--- src/ttb_pkg.sv ---
// ----------------------------------------------------------------------------
// ttb_pkg: shared types and constants for the triangle tangent block
// Vertex, job and status types, fixed widths and the output scaling.
// ----------------------------------------------------------------------------
package ttb_pkg;

    // input field widths
    localparam int COORD_W = 16;
    localparam int TEX_W   = 16;

    // edges and UV deltas: exact differences of two 16-bit values
    localparam int EDGE_W  = COORD_W + 1;
    // products of two deltas
    localparam int PROD_W  = 2 * EDGE_W;
    // numerators and determinant: difference of two products
    localparam int NUM_W   = PROD_W + 1;
    // magnitudes stay below 2^33
    localparam int ABS_W   = NUM_W - 1;

    // output format
    localparam int OUT_W         = 32;
    localparam int OUT_FRAC_BITS = 16;
    // numerators carry 27 fraction bits, det 30
    localparam int SHIFT         = 3 + OUT_FRAC_BITS;

    // quotient bits kept below the overflow check
    localparam int QB      = OUT_W + 1;
    localparam int A_W     = ABS_W + SHIFT;
    localparam int HI_W    = A_W - QB;
    localparam int CNT_W   = $clog2(QB + 1);
    // multiplier sequence: det step, three component steps, one drain step
    localparam int MUL_LAST = 4;

    localparam logic [OUT_W-1:0] OUT_MAX = {1'b0, {(OUT_W-1){1'b1}}};
    localparam logic [OUT_W-1:0] OUT_MIN = {1'b1, {(OUT_W-1){1'b0}}};

    // job queue between front and back
    localparam int Q_DEPTH = 2;
    localparam int Q_PTR_W = $clog2(Q_DEPTH);
    localparam int Q_CNT_W = $clog2(Q_DEPTH + 1);

    // corner numbering
    localparam logic [1:0] CORNER_LAST = 2'd2;

    typedef logic signed [COORD_W-1:0] coord_t;
    typedef logic signed [EDGE_W-1:0]  edge_t;
    typedef logic signed [PROD_W-1:0]  prod_t;
    typedef logic signed [NUM_W-1:0]   num_t;

    typedef struct packed {
        coord_t [2:0]     pos;
        logic [TEX_W-1:0] u;
        logic [TEX_W-1:0] v;
    } vertex_t;

    typedef struct packed {
        edge_t [2:0] e1;
        edge_t [2:0] e2;
        edge_t       du1;
        edge_t       dv1;
        edge_t       du2;
        edge_t       dv2;
    } job_t;

    typedef struct packed {
        logic [1:0] corner_cnt;
        logic       push;
    } front_stat_t;

    typedef enum logic [1:0] {
        BK_IDLE,
        BK_MUL,
        BK_DIV,
        BK_DONE
    } back_state_t;

endpackage

--- src/ttb_front.sv ---
// ----------------------------------------------------------------------------
// ttb_front: vertex intake
// Counts corners, holds corners 0 and 1, and on corner 2 forms the edges
// and UV deltas of the triangle as one job for the back end.
// ----------------------------------------------------------------------------
module ttb_front
(
    input  logic                         clk,
    input  logic                         rst_n,
    input  logic                         in_valid,
    output logic                         in_ready,
    input  ttb_pkg::vertex_t             vtx,
    output logic                         job_valid,
    input  logic                         job_ready,
    output ttb_pkg::job_t                job,
    output ttb_pkg::front_stat_t         stat
);

    logic [1:0]       count_reg, count_next;
    ttb_pkg::vertex_t c0_reg, c1_reg;
    logic             xfer;
    logic             last;

    assign last      = (count_reg == ttb_pkg::CORNER_LAST);
    assign in_ready  = !last || job_ready;
    assign job_valid = in_valid && last;
    assign xfer      = in_valid && in_ready;

    always_comb
    begin
        for (int i = 0; i < 3; i++)
        begin
            job.e1[i] = ttb_pkg::edge_t'(c0_reg.pos[i]) - ttb_pkg::edge_t'(c1_reg.pos[i]);
            job.e2[i] = ttb_pkg::edge_t'(c0_reg.pos[i]) - ttb_pkg::edge_t'(vtx.pos[i]);
        end
        job.du1 = ttb_pkg::edge_t'({1'b0, c0_reg.u}) - ttb_pkg::edge_t'({1'b0, c1_reg.u});
        job.dv1 = ttb_pkg::edge_t'({1'b0, c0_reg.v}) - ttb_pkg::edge_t'({1'b0, c1_reg.v});
        job.du2 = ttb_pkg::edge_t'({1'b0, c0_reg.u}) - ttb_pkg::edge_t'({1'b0, vtx.u});
        job.dv2 = ttb_pkg::edge_t'({1'b0, c0_reg.v}) - ttb_pkg::edge_t'({1'b0, vtx.v});
    end

    always_comb
    begin
        count_next = count_reg;
        if (xfer)
        begin
            if (last)
                count_next = 2'd0;
            else
                count_next = count_reg + 2'd1;
        end
    end

    always_ff @(posedge clk or negedge rst_n)
    begin
        if (!rst_n)
            count_reg <= 2'd0;
        else
            count_reg <= count_next;
    end

    always_ff @(posedge clk)
    begin
        if (xfer && (count_reg == 2'd0))
            c0_reg <= vtx;
        if (xfer && (count_reg == 2'd1))
            c1_reg <= vtx;
    end

    assign stat.corner_cnt = count_reg;
    assign stat.push       = job_valid && job_ready;

endmodule

--- config.mk ---
export PLATFORM = sky130hd
export DESIGN_NAME = ttb_front
export DESIGN_NICKNAME = d
export VERILOG_FILES = /design/src/ttb_pkg.sv /design/src/ttb_front.sv
export SDC_FILE = /design/constraint.sdc
export NUM_CORES = 1
export LEC_CHECK = 0
export BUFFER_PORTS_ARGS = -buffer_cell sky130_fd_sc_hd__buf_2
export CAP_MARGIN = 10
export CORE_MARGIN = 5
export CORE_UTILIZATION = 38
export CTS_CLUSTER_DIAMETER = 60
export CTS_CLUSTER_SIZE = 10
export DETAILED_ROUTE_END_ITERATION = 16
export PLACE_DENSITY = 0.66
export SLEW_MARGIN = 20
export SYNTH_ARGS = -nofsm -noshare
export SYNTH_HDL_FRONTEND = slang
export SYNTH_SLANG_ARGS = --single-unit
--- constraint.sdc ---
create_clock -name clk -period 7.7 [get_ports clk]
set_input_delay 0.77 -clock clk [delete_from_list [all_inputs] [get_ports clk]]
set_output_delay 0.77 -clock clk [all_outputs]
set_load 0.01 [all_outputs]
==> results.ini <==
[clocking]
hold_buffers=0
cts.path.max_buffers=2
cts-resized-gates=0
clock_latency_ns=0.44
root_buffer=clkbuf_16
cts_setup_buffers=0
clk_pin_slew_ns=0.06
cts_tree=done
numCtsBuffers=17
ctsHtreeMaxLevel=4
cts_sinks=162

[detailed_routing]
drt_iter0_drc=520
via_count=11200
vias_per_cell=5.23
dr.pass1.iters=5
finalWirelength_mm=34.8
detail-route-antenna-nets=0
wl_per_cell_um=16.2
drc_errors=0

[outcome]
run_status=finished, final reports clean

[setup_path]
endpoint_kind=output port
r2r_slack_ns=5.41
crit_end=job[101]
worst-setup-path-type=in2out
crit_start=vtx[50]
r2r_end=c0_reg[56]
cp_max_fo=4
required_ns=6.93
crit_arrival_ns=3.04
reg2reg_depth=3
r2r-start=count_reg[1]
worstSetupStartpointType=primary input

[place]
port_buffers=258
place_hpwl_mm=27.8
place.gp.congestion=0.846

[pwr]
p_per_area_mw_per_mm2=314
peakVddDrop_mv=0.163
p_leak_nw=7.29

[synthesis]
syn_nets=1671
syn_area_mm2=0.0134
synth-seq-cells=162
syn_avg_cell_area_um2=9.44
async_flop_share_pct=1.23
ys_seq_area_share_pct=36.3
ys.flop_type=edfxtp_1
ys_warn_count=0
synth_cell_types=72
synth_edf_count=160
syn_inst=1417

[floorplan]
dieArea_mm2=0.0390
fp.dieH_um=198
fp.coreArea_mm2=0.0346
initial_utilization_pct=38.6
num_io_pins=259
die_x_um=198
row_count=68

[global_routing]
grt_util_met2_pct=29.6
grt_max_degree=43
top_usage_layer=met2
use_met1_pct=21.8
grtUsageTotal_pct=17.4
grt_pass1_vias=10800
grt_pass1_wl_mm=55.1
antenna_found_initial=9
use_met3_pct=5.15
globalRouteOverflowTotal=0

[sta]
relSlewSlack_pct=56.6
hold_viol=0
min_period_ns=3.81
setup_tns_ns=0
tightest_slew_ns=0.651
max_freq_mhz=262
fin_crit_sh_pct=49.5
fin_skew_ns=0.00653
rsz0062_at_grt=false
setup-violations-final=0
drv_slew=0

[run]
cap_violations=0

[final_layout]
final_common_cell=buf_2
areaGrowthSynthToFinish_pct=18.0
fin_util_pct=45.6
most-common-layout-cells=258 x buf_2, 213 x inv_1, 160 x ha_1, 160 x edfxtp_1, 108 x a21oi_1
drive_gt1_share_pct=19.0
fin_nets=1927

[min_path]
worstHoldPathType=in2async

-- synth_stat cells (8+ instances only) --
cell type / number / share of area (%)
fa_1: 10 / 1.5
a21boi_0: 9 / 0.51
o21ai_0: 66 / 2.5
a211oi_1: 17 / 0.95
ha_1: 160 / 15
nor2_1: 100 / 2.8
a21oi_1: 108 / 4.0
inv_1: 213 / 6.0
xor2_1: 20 / 1.3
nor2b_1: 25 / 1.2
nand3_1: 21 / 0.79
xnor2_1: 85 / 5.6
nand2b_1: 23 / 1.1
o31a_1: 11 / 0.72
a21o_1: 35 / 2.0
o21bai_1: 9 / 0.51
nand4_1: 8 / 0.37
o21a_1: 42 / 2.4
clkbuf_1: 23 / 0.65
or2_2: 8 / 0.37
and3_1: 22 / 1.0
nand2_1: 63 / 1.8
nor3_1: 21 / 0.79
edfxtp_1: 160 / 36
o31ai_1: 10 / 0.56
-- worst min path at each step --
| stage | cells after the start | slack, ns | end | from |
|---|---|---|---|---|
| 2_1_floorplan | 0 | 0.47 | count_reg[0] | rst_n |
| 3_3_place_gp | 1 | 0.56 | count_reg[0] | rst_n |
| 3_5_place_dp | 1 | 0.56 | count_reg[0] | rst_n |
| 4_1_cts | 1 | 0.08 | count_reg[0] | rst_n |
| 5_1_grt | 1 | 0.08 | count_reg[0] | rst_n |
| 6_report | 1 | 0.11 | count_reg[0] | rst_n |
-- stage by stage --
stage | cell area, um^2 | std cells | hold WS (ns) | setup slack (ns) | total power [mW]
after CTS | 15800 | 2141 | 0.0823 | 3.92 | 5.02
after detailed placement | 15200 | 2109 | 0.561 | 3.94 | 4.12
after global routing | 15800 | 2142 | 0.0845 | 3.69 | 5.35
final | 15800 | 2143 | 0.112 | 3.89 | 4.96
after floorplan | 13400 | 1417 | 0.474 | 0.799 | 3.15
after global placement | 15200 | 2109 | 0.558 | 3.98 | 4.08
-- logic make-up after synthesis --
| logic type | after synthesis | share of synthesized area, % |
|---|---|---|
| compound gates | 407 | 20.9 |
| simple gates | 331 | 12.4 |
| buf+inv | 238 | 6.70 |
| fa+ha+maj | 170 | 16.5 |
| flops | 162 | 36.3 |
| xor+xnor | 105 | 6.88 |
| mux | 4 | 0.318 |
-- power breakdown --
| part | switching [mW] | leakage [nW] | internal, mW |
|---|---|---|---|
| Clock | 0.360 | 0.285 | 0.507 |
| Combinational | 1.67 | 5.49 | 1.16 |
| Sequential | 0.0786 | 1.51 | 1.18 |
-- worst max-delay path, cell delays in order --
cell      delay, ns
buf_2          0.11
inv_1          0.05
ha_1           0.34
nor2b_1        0.16
o31ai_1        0.36
a21oi_1        0.18
o21ai_0        0.35
a21boi_0       0.16
o41ai_1        0.35
buf_2          0.21
-- final cells by class --
| class | count | area (um^2) |
|---|---|---|
| multi-input cells | 1017 | 7640 |
| clock buffers | 17 | 425 |
| inverters | 213 | 800 |
| fillers | 3343 | 18900 |
| clock inverters | 15 | 165 |
| well taps | 455 | 569 |
| diodes | 2 | 5.00 |
| flip-flops and latches | 162 | 4850 |
| repair buffers | 262 | 1320 |
-- per-layer routing --
layer / up-vias / wire length [um]
li1: 5635 / -
met1: 5266 / 15300
met2: 259 / 16600
met3: 41 / 2270
met4: 12 / 560
met5: - / 79
Power figures use the tool's default switching activity.
