<file path="src/ttb_pkg.sv">
// ----------------------------------------------------------------------------
// ttb_pkg: shared types and constants for the triangle tangent block
// Vertex, job and status types, fixed widths and the output scaling.
// ----------------------------------------------------------------------------
package ttb_pkg;

    // input field widths
    localparam int COORD_W = 16;
    localparam int TEX_W   = 16;

    // edges and UV deltas: exact differences of two 16-bit values
    localparam int EDGE_W  = COORD_W + 1;
    // products of two deltas
    localparam int PROD_W  = 2 * EDGE_W;
    // numerators and determinant: difference of two products
    localparam int NUM_W   = PROD_W + 1;
    // magnitudes stay below 2^33
    localparam int ABS_W   = NUM_W - 1;

    // output format
    localparam int OUT_W         = 32;
    localparam int OUT_FRAC_BITS = 16;
    // numerators carry 27 fraction bits, det 30
    localparam int SHIFT         = 3 + OUT_FRAC_BITS;

    // quotient bits kept below the overflow check
    localparam int QB      = OUT_W + 1;
    localparam int A_W     = ABS_W + SHIFT;
    localparam int HI_W    = A_W - QB;
    localparam int CNT_W   = $clog2(QB + 1);
    // multiplier sequence: det step, three component steps, one drain step
    localparam int MUL_LAST = 4;

    localparam logic [OUT_W-1:0] OUT_MAX = {1'b0, {(OUT_W-1){1'b1}}};
    localparam logic [OUT_W-1:0] OUT_MIN = {1'b1, {(OUT_W-1){1'b0}}};

    // job queue between front and back
    localparam int Q_DEPTH = 2;
    localparam int Q_PTR_W = $clog2(Q_DEPTH);
    localparam int Q_CNT_W = $clog2(Q_DEPTH + 1);

    // corner numbering
    localparam logic [1:0] CORNER_LAST = 2'd2;

    typedef logic signed [COORD_W-1:0] coord_t;
    typedef logic signed [EDGE_W-1:0]  edge_t;
    typedef logic signed [PROD_W-1:0]  prod_t;
    typedef logic signed [NUM_W-1:0]   num_t;

    typedef struct packed {
        coord_t [2:0]     pos;
        logic [TEX_W-1:0] u;
        logic [TEX_W-1:0] v;
    } vertex_t;

    typedef struct packed {
        edge_t [2:0] e1;
        edge_t [2:0] e2;
        edge_t       du1;
        edge_t       dv1;
        edge_t       du2;
        edge_t       dv2;
    } job_t;

    typedef struct packed {
        logic [1:0] corner_cnt;
        logic       push;
    } front_stat_t;

    typedef enum logic [1:0] {
        BK_IDLE,
        BK_MUL,
        BK_DIV,
        BK_DONE
    } back_state_t;

endpackage

</file>
<file path="src/ttb_queue.sv">
// ----------------------------------------------------------------------------
// ttb_queue: short job queue
// Two-entry FIFO of triangle jobs between the front and the back end.
// ----------------------------------------------------------------------------
module ttb_queue
(
    input  logic           clk,
    input  logic           rst_n,
    input  logic           push_valid,
    output logic           push_ready,
    input  ttb_pkg::job_t  push_data,
    output logic           pop_valid,
    input  logic           pop_ready,
    output ttb_pkg::job_t  pop_data
);

    ttb_pkg::job_t                 mem_reg [ttb_pkg::Q_DEPTH];
    logic [ttb_pkg::Q_PTR_W-1:0]   wr_ptr_reg, wr_ptr_next;
    logic [ttb_pkg::Q_PTR_W-1:0]   rd_ptr_reg, rd_ptr_next;
    logic [ttb_pkg::Q_CNT_W-1:0]   count_reg, count_next;
    logic                          do_push, do_pop;

    assign push_ready = (count_reg != ttb_pkg::Q_CNT_W'(ttb_pkg::Q_DEPTH));
    assign pop_valid  = (count_reg != '0);
    assign pop_data   = mem_reg[rd_ptr_reg];
    assign do_push    = push_valid && push_ready;
    assign do_pop     = pop_valid && pop_ready;

    always_comb
    begin
        wr_ptr_next = wr_ptr_reg;
        rd_ptr_next = rd_ptr_reg;
        count_next  = count_reg;
        if (do_push)
        begin
            if (wr_ptr_reg == ttb_pkg::Q_PTR_W'(ttb_pkg::Q_DEPTH - 1))
                wr_ptr_next = '0;
            else
                wr_ptr_next = wr_ptr_reg + ttb_pkg::Q_PTR_W'(1);
        end
        if (do_pop)
        begin
            if (rd_ptr_reg == ttb_pkg::Q_PTR_W'(ttb_pkg::Q_DEPTH - 1))
                rd_ptr_next = '0;
            else
                rd_ptr_next = rd_ptr_reg + ttb_pkg::Q_PTR_W'(1);
        end
        if (do_push && !do_pop)
            count_next = count_reg + ttb_pkg::Q_CNT_W'(1);
        else if (do_pop && !do_push)
            count_next = count_reg - ttb_pkg::Q_CNT_W'(1);
    end

    always_ff @(posedge clk or negedge rst_n)
    begin
        if (!rst_n)
        begin
            wr_ptr_reg <= '0;
            rd_ptr_reg <= '0;
            count_reg  <= '0;
        end
        else
        begin
            wr_ptr_reg <= wr_ptr_next;
            rd_ptr_reg <= rd_ptr_next;
            count_reg  <= count_next;
        end
    end

    always_ff @(posedge clk)
    begin
        if (do_push)
            mem_reg[wr_ptr_reg] <= push_data;
    end

endmodule

</file>
<file path="config.mk">
export PLATFORM = sky130hd
export DESIGN_NAME = ttb_queue
export DESIGN_NICKNAME = d
export VERILOG_FILES = /design/src/ttb_pkg.sv /design/src/ttb_queue.sv
export SDC_FILE = /design/constraint.sdc
export NUM_CORES = 1
export LEC_CHECK = 0
export BUFFER_PORTS_ARGS = -buffer_cell sky130_fd_sc_hd__buf_4
export CORE_UTILIZATION = 45
export CTS_CLUSTER_SIZE = 14
export DETAILED_ROUTE_END_ITERATION = 16
export PLACE_DENSITY = 0.7
export SETUP_SLACK_MARGIN = 0.05
export SLEW_MARGIN = 15
export SYNTH_ARGS = -nofsm -noshare
export SYNTH_HDL_FRONTEND = slang
export SYNTH_SLANG_ARGS = --single-unit
</file>
<file path="constraint.sdc">
create_clock -name clk -period 9.6 [get_ports clk]
set_input_delay 0 -clock clk [delete_from_list [all_inputs] [get_ports clk]]
set_output_delay 0 -clock clk [all_outputs]
set_load 0.005 [all_outputs]
</file>
==> summary.md, run 1 <==
| Metric | Value |
|---|---|
| First-pass GRT wire length | 41190 µm |
| Syn Inst Count | 547 |
| Post-synthesis compound-gate area fraction | 0 |
| Worst slew margin relative to its limit | 0.2908 |
| Initial Utilization | 0.4589 |
| Endpoint arrival time on the critical path | 3.22 ns |
| Post_cts resized | 0 |
| Cell at the root of the clock tree | clkbuf_16 |
| Post-DP HPWL | 17040 µm |
| Number of I/O pins | 346 |
| Global-route total usage across every layer | 0.1878 |
| Clock insertion delay at the later pin of the skew report | 0.50 ns |
| Worst-Margin Slew | 1.064 ns |
| Die width | 170.8 µm |
| Commonest cells post-synth | edfxtp_1 (340), mux2_4 (90), mux2_2 (80) |
| Final setup viols | 0 |
| Number of pins with negative max-slew slack in the final report | 0 |
| Chip Height | 170.8 µm |
| Area share of fa/ha/maj cells after synthesis | 0.0009760 |
| Max cap viols | 0 |
| Most area-hungry cell type in the Yosys netlist | edfxtp_1 |
| Fin. Hold Viols | 0 |
| Power density relative to cell area | 272.4 mW/mm² |
| Number of sinks on the clock net | 344 |
| Number of unique standard cell types used by synthesis | 15 |
| Peak per-stage delay on the critical path | 1.13 ns |
| Detailed-routed wire length on met3 | 2271 µm |
| Core footprint | 0.02793 mm² |
| Layout Skew | 0.01144 ns |
| Initial antenna violation count | 0 |
| Cells along the critical path | buf_4 -> mux2_2 -> buf_4 |
| Synthesized-area fraction occupied by xor and xnor cells | 0.003416 |
| NetSw | 0.001353 W |
| Post-synthesis mux area share | 0.1757 |
| Max Freq | 0.3109 GHz |
| Clock buffer depth | 3 |
| Met2 WL | 14330 µm |
| Antenna violation net count after detailed routing | 0 |
| Share of flip-flops with an asynchronous set or reset after synthesis | 0.01163 |
| Sum of routed wire length over all layers | 28370 µm |
| Per-cell routed wire length | 18.97 µm |
| Top cell type's share of synthesized area | 0.7964 |
| Max Used Layer | met4 |
| Syn Nets | 722 |
| # rows | 61 |
| Detailed-route via count | 7132 |
| Logic pwr share | 0.322 |
| Internal Dissipation | 0.003705 W |
| Largest vdd supply drop | 298.8 µV |
| Switching share of total power | 0.2675 |
| Top cells by area in the synthesized netlist | edfxtp_1 (80%), mux2_4 (11%), mux2_2 (7.0%), buf_6 (0.97%), dfrtp_1 (0.78%) |
| Most common cell in the synthesized netlist | edfxtp_1 |
| Num CTS Buffers | 36 |
| Mean Syn Cell Area | 23.44 µm² |
| Port-buffer cells | 345 |
| Post-layout worst setup margin | 6.384 ns |
| Die area | 0.02917 mm² |
| Crit Path Category | reg2out |
| Pleak | 7.235 nW |
| Dominant combinational cell family by area after synthesis | multiplexers |
| Cells on Worst Hold Path | 2 |
| Setup TNS | 0 ns |
| CTS tree | built |
| Flip-flop count of the largest register, all copies and words added | 340 |
| Starting DRT DRC Count | 432 |
| Fraction of the cycle the final worst path needs | 0.3350 |
| Fillers | 1834 |
| Kind of end point of the critical path | primary output |
| Synth Warn # | 0 |
| RSZ-0062 raised after global routing | false |
| Maximum number of pins on one net before global-route repair | 76 |
| Clock power frac | 0.243 |
| Number of detailed-routing iterations run before antenna repair | 4 |
| Simple-gate portion of the synthesized area | 0.002635 |
| Number of enable flip-flop cells after synthesis | 340 |
| Share of power burned in registers | 0.435 |
| Sum of routed wire segments on met1 | 11120 µm |
| Layout-stage area growth over the synthesis result | 44.84% |
| Synthesized area | 0.01282 mm² |
| Largest fanout on the critical path | 69 |
| Routability cong. | 0.7255 |
| Sequential-to-total area share from yosys stat | 0.8042 |
| Post-layout net count | 1267 |
| Data required time at the worst endpoint | 9.60 ns |
| Vias in the first global route | 7542 |
| Crit-path most repeated cell | buf_4 |
| Number of remaining DRC errors | 0 |
| Fraction of layout cells with a size suffix above 1 | 0.5108 |
| Predominant post-synthesis flop cell | edfxtp_1 |
| Placement-stage worst setup slack | 6.928 ns |
| Register-to-Register Path Depth | 5 |
| Worst-path cell with the longest stage delay | dfrtp_4 |
| Min Clock Period, post-route | 3.216 ns |
| Ratio of routed vias to standard cells | 4.771 |
| Crit path launch type | flop |
| Clock-pin slew on the worst setup and hold paths | 0.06 ns |
| Post-synthesis register bit count | 344 |
| Remaining global-route overflow | 0 |
| Worst hold path class | in2reg |
| Run status | complete, no violations |
| Maximum level of the CTS H-tree | 2 |
## metrics by stage
step | total power [W] | hold WS [ns] | area, µm² | util | cells
finish | 0.005058 | 0.2245 | 18570 | 0.6647 | 1495
global route | 0.005284 | 0.2096 | 18570 | 0.6646 | 1494
CTS | 0.005103 | 0.2006 | 18570 | 0.6646 | 1494
detailed placement | 0.003808 | -0.1977 | 15790 | 0.5652 | 1258
global placement | 0.003785 | -0.1996 | 15790 | 0.5652 | 1258
floorplan | 0.003130 | -0.2956 | 12820 | - | 547
## cell type report
| class | instances | area [µm²] | share of cell area |
|---|---|---|---|
| sequential | 344 | 10310 | 0.5555 |
| clock buffer | 45 | 955.9 | 0.05148 |
| multi-input combinational | 183 | 2355 | 0.1268 |
| clock inverter | 17 | 80.08 | 0.004313 |
| timing repair buffer | 526 | 4384 | 0.2361 |
| antenna | 1 | 2.502 | 0.0001348 |
| inverter | 1 | 3.754 | 0.0002022 |
| tap | 378 | 473.0 | 0.02547 |
## cells by family (layout without fill, tap and decap cells)
logic type    after synthesis  after routing
other cells                 0              1
fa+ha+maj                   1              1
xor+xnor                    5              5
simple gates                7              7
buf+inv                    20            589
mux                       170            170
flops                     344            344
## metal layers
metal | global-route usage | vias up
met5 | 0 | -
met4 | 0.06150 | 0
met3 | 0.04973 | 40
met2 | 0.3249 | 295
met1 | 0.2279 | 3533
li1 | - | 3264
## power by group through the flow
stage / clock network, W / logic, W / registers [W]
detailed placement: 0 / 0.00157 / 0.00223
global placement: 0 / 0.00156 / 0.00222
floorplan: 0 / 0.000909 / 0.00222
global route: 0.00132 / 0.00173 / 0.00223
finish: 0.00123 / 0.00163 / 0.00220
CTS: 0.00126 / 0.00164 / 0.00221
## placed cells by master, fill, tap and decap left out, drive strengths merged
master       Yosys  routed
or2              1       1
inv              1       3
ha               1       1
edfxtp         340     340
xnor2            3       3
clkbuf           0      45
nand2            2       2
buf             19     352
clkinv           0      15
xor2             2       2
nand2b           1       1
mux2           170     170
dlygate4sd3      0     174
and3             1       1
dfrtp            4       4
nor2             2       2
diode            0       1
## worst max-delay path: cells and delay by family (launching register included)
kind                   cells  cell delay (ns)
buffers and inverters      2             1.05
flip-flops                 1             1.13
multiplexers               1             0.44
## final timing paths
| check | from | end | slack (ns) |
|---|---|---|---|
| min in group asynchronous | rst_n | count_reg[0] | 0.40 |
| max in group asynchronous | rst_n | rd_ptr_reg | 8.99 |
| hold / removal | push_data[159] | mem_reg[0][159] | 0.22 |
| setup / recovery | rd_ptr_reg | pop_data[160] | 6.38 |
| hold reg to reg | count_reg[1] | count_reg[1] | 0.50 |
| setup reg to reg | count_reg[0] | mem_reg[0][115] | 7.02 |
## repair_timing
item,CTS,global route
endpoints found under the hold margin,349,0
hold buffers,174,0
buffers inserted,0,0
No activity file was read; power rests on OpenSTA's default activity.
==> run 2: changes to the inputs <==
- PLACE_DENSITY: 0.7 -> 0.73
- clock period: 9.6 -> 2.75 ns (I/O delays scaled with it)
==> summary.md, run 2 (synthesis gave the netlist of run 1 again) <==
| Metric | Value |
|---|---|
| First-pass GRT wire length | 43280 µm (was 41190 µm) |
| Starting DRT DRC Count | 385 (was 432) |
| Fin. Hold Viols | 0 (unchanged) |
| Data required time at the worst endpoint | 2.75 ns (was 9.60 ns) |
| Initial Utilization | 0.4589 (unchanged) |
| Number of remaining DRC errors | 0 (unchanged) |
| Sum of routed wire length over all layers | 29400 µm (was 28370 µm) |
| Number of detailed-routing iterations run before antenna repair | 4 (unchanged) |
| Final Cell Area | 0.01887 mm² (was 0.01857 mm²) |
| Placement-stage worst setup slack | 0.8534 ns (was 6.928 ns) |
| Area of the multi-input gates | 0.002370 mm² (was 0.002355 mm²) |
| Clock-pin slew on the worst setup and hold paths | 0.06 ns (about the same) |
| Detailed-route via count | 7211 (was 7132) |
| Die width | 170.8 µm (unchanged) |
| Die area | 0.02917 mm² (unchanged) |
| Cell family with the largest share of critical-path delay | buffers and inverters (was flip-flops) |
| Post-layout net count | 1274 (was 1267) |
| Core utilization of the finished layout | 0.6754 (was 0.6647) |
| Number of I/O pins | 346 (unchanged) |
| Pleak | 7.366 nW (was 7.235 nW) |
| Largest vdd supply drop | 571.6 µV (was 298.8 µV) |
| Max Freq | 0.4905 GHz |
| Routability cong. | 0.7485 (was 0.7255) |
| Maximum number of pins on one net before global-route repair | 88 (was 76) |
| Crit path launch type | flop (unchanged) |
| Post-layout worst setup margin | 0.7114 ns (was 6.384 ns) |
| Clock buffer depth | 3 (unchanged) |
| Fillers | 1785 (was 1834) |
| Most frequent standard cell in the layout excluding fill and tap cells | buf_4 (unchanged) |
| Worst hold path class | in2reg (unchanged) |
| Remaining global-route overflow | 0 (unchanged) |
| Clock insertion delay at the later pin of the skew report | 0.51 ns (was 0.50 ns) |
| Worst-path cell with the longest stage delay | dfrtp_4 (unchanged) |
| Worst slew margin relative to its limit | 0.6033 (was 0.2908) |
| Chip Height | 170.8 µm (unchanged) |
| Final setup viols | 0 (unchanged) |
| # rows | 61 (unchanged) |
| Setup TNS | 0 ns (unchanged) |
| Fraction of layout cells with a size suffix above 1 | 0.5218 (was 0.5108) |
| CP Buf/Inv Count | 2 (unchanged) |
| Post-CTS Repair Setup Buffers | 0 (unchanged) |
| Core footprint | 0.02793 mm² (unchanged) |
| Worst-Margin Slew | 0.5950 ns (was 1.064 ns) |
| Maximum level of the CTS H-tree | 2 (unchanged) |
| Ratio of routed vias to standard cells | 4.798 (was 4.771) |
| Port-buffer cells | 345 (unchanged) |
| Power density relative to cell area | 968.9 mW/mm² (was 272.4 mW/mm²) |
| Kind of end point of the critical path | primary output (unchanged) |
| Layout-stage area growth over the synthesis result | 47.18% (was 44.84%) |
| Antenna violation net count after detailed routing | 0 (unchanged) |
| Initial antenna violation count | 2 (was 0) |
| Global-route total usage across every layer | 0.1979 (was 0.1878) |
| Layout Skew | 0.01310 ns (was 0.01144 ns) |
| Setup slack, reg-to-reg | 0.91 ns (was 7.02 ns) |
| Post-DP HPWL | 17060 µm (was 17040 µm) |
| Number of pins with negative max-slew slack in the final report | 0 (unchanged) |
| Min Clock Period, post-route | 2.039 ns |
| Sum of internal, switching and leakage power | 0.01828 W (was 0.005058 W) |
| Crit Path Category | reg2out (unchanged) |
| Num CTS Buffers | 36 (unchanged) |
| Post-placement cell area | 0.01597 mm² (was 0.01579 mm²) |
| Number of sinks on the clock net | 344 (unchanged) |
| Run status | complete, no violations (unchanged) |
| Commonest non-fill, non-tap cells in the layout | buf_4 (350), edfxtp_1 (340), dlygate4sd3_1 (174) (was buf_4 (352), edfxtp_1 (340), dlygate4sd3_1 (174)) |
| Flip-flop count of the largest register, all copies and words added | 340 (unchanged) |
| Cell at the root of the clock tree | clkbuf_16 (unchanged) |
| Per-cell routed wire length | 19.56 µm (was 18.97 µm) |
| Vias in the first global route | 7824 (was 7542) |
| Largest fanout on the critical path | 69 (unchanged) |
| Fraction of the cycle the final worst path needs | 0.7413 |
| RSZ-0062 raised after global routing | false (unchanged) |
| Max cap viols | 0 (unchanged) |
| Register area | 0.01031 mm² (unchanged) |
| Peak per-stage delay on the critical path | 0.50 ns (was 1.13 ns) |
| Cells along the critical path | buf_12 -> mux2_2 -> buf_4 (was buf_4 -> mux2_2 -> buf_4) |
| Endpoint arrival time on the critical path | 2.04 ns (was 3.22 ns) |
| CTS tree | built (unchanged) |
run 2: through the flow:
step	hold slack, ns	cells
finish	0.2188	1503
global route	0.2038	1503
CTS	0.1974	1501
detailed placement	-0.1959	1265
global placement	-0.1964	1265
floorplan	-0.2956	547
run 2: worst paths after layout:
path                                start               to  cells after the start
max                            rd_ptr_reg     pop_data[19]                      3
min                        push_data[135]  mem_reg[1][135]                      2
max reg2reg                  count_reg[0]    mem_reg[1][2]                      3
min reg2reg                  count_reg[0]     count_reg[0]                      1
max in group asynchronous           rst_n       rd_ptr_reg                      3
min in group asynchronous           rst_n       wr_ptr_reg                      3
run 2: what timing repair did:
action,CTS,global route
hold buffers,174,0
gates resized for setup,0,0
hold endpoints to repair,347,0
run 2: worst reg2reg max path: cells and delay by family (launching register included):
| kind | cells | cell delay [ns] |
|---|---|---|
| flip-flops | 1 | 0.40 |
| AND/OR/NAND/NOR | 2 | 0.76 |
| buffers and inverters | 1 | 0.36 |
run 2: where the power goes:
part | internal (W) | switching [W]
Combinational | 0.00345 | 0.00262
Sequential | 0.00717 | 0.000322
Clock | 0.00282 | 0.00191
run 2: layer usage:
metal  part of all wire  vias to the layer above  track usage
li1                   -                     3284            -
met1               0.37                     3587       0.2195
met5                  0                        -            0
met4              0.025                        0      0.06541
met2               0.52                      289       0.3620
met3              0.084                       51      0.05714
run 2: layout make-up:
class	instances	share of cell area
flip-flops and latches	344	0.5466
repair buffers	533	0.2411
multi-input cells	183	0.1256
clock buffers	47	0.05219
well taps	378	0.02507
clock inverters	15	0.008952
diodes	2	0.0002653
inverters	1	0.0001989
==> run 3: changes to the inputs <==
- PLACE_DENSITY: 0.73 -> 0.7
- clock period: 2.75 -> 2 ns (I/O delays scaled with it)
==> summary.md, run 3 (synthesis gave the netlist of run 1 again) <==
| Metric | Value |
|---|---|
| Final setup viols | 0 (unchanged) |
| Post-layout net count | 1282 (was 1274) |
| Worst hold path class | in2reg (unchanged) |
| Data required time at the worst endpoint | 2.00 ns (was 2.75 ns) |
| RSZ-0062 raised after global routing | true (was false) |
| Kind of end point of the critical path | primary output (unchanged) |
| Worst slew margin relative to its limit | 0.6841 (was 0.6033) |
| Clock insertion delay at the later pin of the skew report | 0.50 ns (was 0.51 ns) |
| Global-route total usage across every layer | 0.1947 (was 0.1979) |
| Run status | complete, no violations (unchanged) |
| Number of sinks on the clock net | 344 (unchanged) |
| Detailed-route via count | 7195 (was 7211) |
| Number of pins with negative max-slew slack in the final report | 0 (unchanged) |
| Layout-stage area growth over the synthesis result | 48.11% (was 47.18%) |
| Num CTS Buffers | 36 (unchanged) |
| Maximum number of pins on one net before global-route repair | 79 (was 88) |
| Largest vdd supply drop | 766.6 µV (was 571.6 µV) |
| Remaining global-route overflow | 0 (unchanged) |
| Starting DRT DRC Count | 410 (was 385) |
| Max Freq | 0.5216 GHz |
| Cell at the root of the clock tree | clkbuf_16 (unchanged) |
| Per-cell routed wire length | 19.32 µm (was 19.56 µm) |
| Largest fanout on the critical path | 15 (was 69) |
| Fillers | 1776 (was 1785) |
| Power density relative to cell area | 1330 mW/mm² (was 968.9 mW/mm²) |
| Max cap viols | 0 (unchanged) |
| Fraction of the cycle the final worst path needs | 0.9586 |
| Chip Height | 170.8 µm (unchanged) |
| Antenna violation net count after detailed routing | 0 (unchanged) |
| CTS tree | built (unchanged) |
| Die width | 170.8 µm (unchanged) |
| Sum of internal, switching and leakage power | 0.02525 W (was 0.01828 W) |
| Beginning of the critical path | rd_ptr_reg (unchanged) |
| Die area | 0.02917 mm² (unchanged) |
| Min Clock Period, post-route | 1.917 ns |
| Flip-flop count of the largest register, all copies and words added | 340 (unchanged) |
| Clock buffer depth | 3 (unchanged) |
| Start point of the worst min-delay path | push_data[169] (was push_data[135]) |
| Number of remaining DRC errors | 0 (unchanged) |
| Crit Path Category | reg2out (unchanged) |
| Number of I/O pins | 346 (unchanged) |
| Commonest non-fill, non-tap cells in the layout | buf_4 (351), edfxtp_1 (340), dlygate4sd3_1 (174) (was buf_4 (350), edfxtp_1 (340), dlygate4sd3_1 (174)) |
| Initial Utilization | 0.4589 (unchanged) |
| Layout Skew | 0.01123 ns (was 0.01310 ns) |
| Vias in the first global route | 7620 (was 7824) |
| Initial antenna violation count | 2 (unchanged) |
| Cells along the critical path | buf_16 -> buf_6 -> mux2_2 -> buf_4 (was buf_12 -> mux2_2 -> buf_4) |
| # rows | 61 (unchanged) |
| Fin. Hold Viols | 0 (unchanged) |
| Non-filler cells, final | 1511 (was 1503) |
| Ratio of routed vias to standard cells | 4.762 (was 4.798) |
| Crit path launch type | flop (unchanged) |
| Most frequent standard cell in the layout excluding fill and tap cells | buf_4 (unchanged) |
| Pleak | 7.433 nW (was 7.366 nW) |
| # placed instances | 1270 (was 1265) |
| Clock-pin slew on the worst setup and hold paths | 0.06 ns (about the same) |
| Post-DP HPWL | 17470 µm (was 17060 µm) |
| Beginning of the worst register-to-register path | count_reg[0] (unchanged) |
| Sum of routed wire length over all layers | 29190 µm (was 29400 µm) |
| Number of detailed-routing iterations run before antenna repair | 4 (unchanged) |
| Core footprint | 0.02793 mm² (unchanged) |
| Worst-path cell with the longest stage delay | dfrtp_4 (unchanged) |
| Port-buffer cells | 345 (unchanged) |
| Fraction of layout cells with a size suffix above 1 | 0.5234 (was 0.5218) |
| Worst-Margin Slew | 0.4738 ns (was 0.5950 ns) |
| Routability cong. | 0.7190 (was 0.7485) |
| First-pass GRT wire length | 42280 µm (was 43280 µm) |
| Maximum level of the CTS H-tree | 2 (unchanged) |
| Peak per-stage delay on the critical path | 0.49 ns (was 0.50 ns) |
| Endpoint arrival time on the critical path | 1.92 ns (was 2.04 ns) |
## run 3: cell types whose count changed in the layout (fill, tap and decap cells not counted), moves of 2 or more
cell	delta
clkbuf_1	-3
clkinv_4	-2
buf_6	+2
buf_16	+3
clkinv_2	+3
clkinv_1	+5
## run 3: worst paths after layout
path	endpoint	slack, ns	cells after the start
worst max-delay path	pop_data[152]	0.08	4
worst min register to register	count_reg[0]	0.55	1
max in group asynchronous	rd_ptr_reg	1.36	3
min in group asynchronous	count_reg[0]	0.44	3
worst min-delay path	mem_reg[0][169]	0.22	2
worst max register to register	mem_reg[0][70]	0.38	4
## run 3: metrics by stage
stage	hold WS (ns)	setup slack (ns)	util	TNS, ns	cell area, µm²
floorplan	-0.2956	-1.538	-	-448.53	12840
detailed placement	-0.1970	0.3858	0.5743	0	16040
CTS	0.1960	0.03245	0.6768	0	18910
finish	0.2212	0.08270	0.6797	0	18990
global route	0.2027	0.02649	0.6797	0	18990
global placement	-0.1995	0.4221	0.5743	0	16040
## run 3: power breakdown
part	internal [W]	switching (W)	total (W)
combinational	0.00502	0.00368	0.00869
clock	0.00375	0.00254	0.00629
sequential	0.00985	0.000418	0.0103
## run 3: timing repair
item | 4_1_cts | 5_1_grt
endpoints found under the setup margin | 21 | 103
buffers inserted | 0 | 1
hold buffers | 174 | 0
resized for setup | 2 | 3
cloned | 0 | 2
endpoints found under the hold margin | 347 | 0
## run 3: worst max-delay path, delay by kind of cell, from the launching register on
family / cells / cell delay [ns]
flip-flops: 1 / 0.49
multiplexers: 1 / 0.37
buffers and inverters: 3 / 0.55
## run 3: area by class of cell
cell class,instances,area (µm²),share of cell area
multi-input combinational,183,2370,0.1248
sequential,344,10310,0.5432
timing repair buffer,541,4712,0.2482
inverter,1,3.754,0.0001977
clock inverter,19,161.4,0.008501
antenna,2,5.005,0.0002636
tap,378,473.0,0.02491
clock buffer,43,948.4,0.04995
## run 3: per-layer routing
layer  up-vias  global-route usage  share of wire
met4         0             0.07873          0.033
li1       3307                   -              -
met3        65             0.06014          0.088
met2       303              0.3374           0.51
met5         -                   0              0
met1      3520              0.2241           0.37
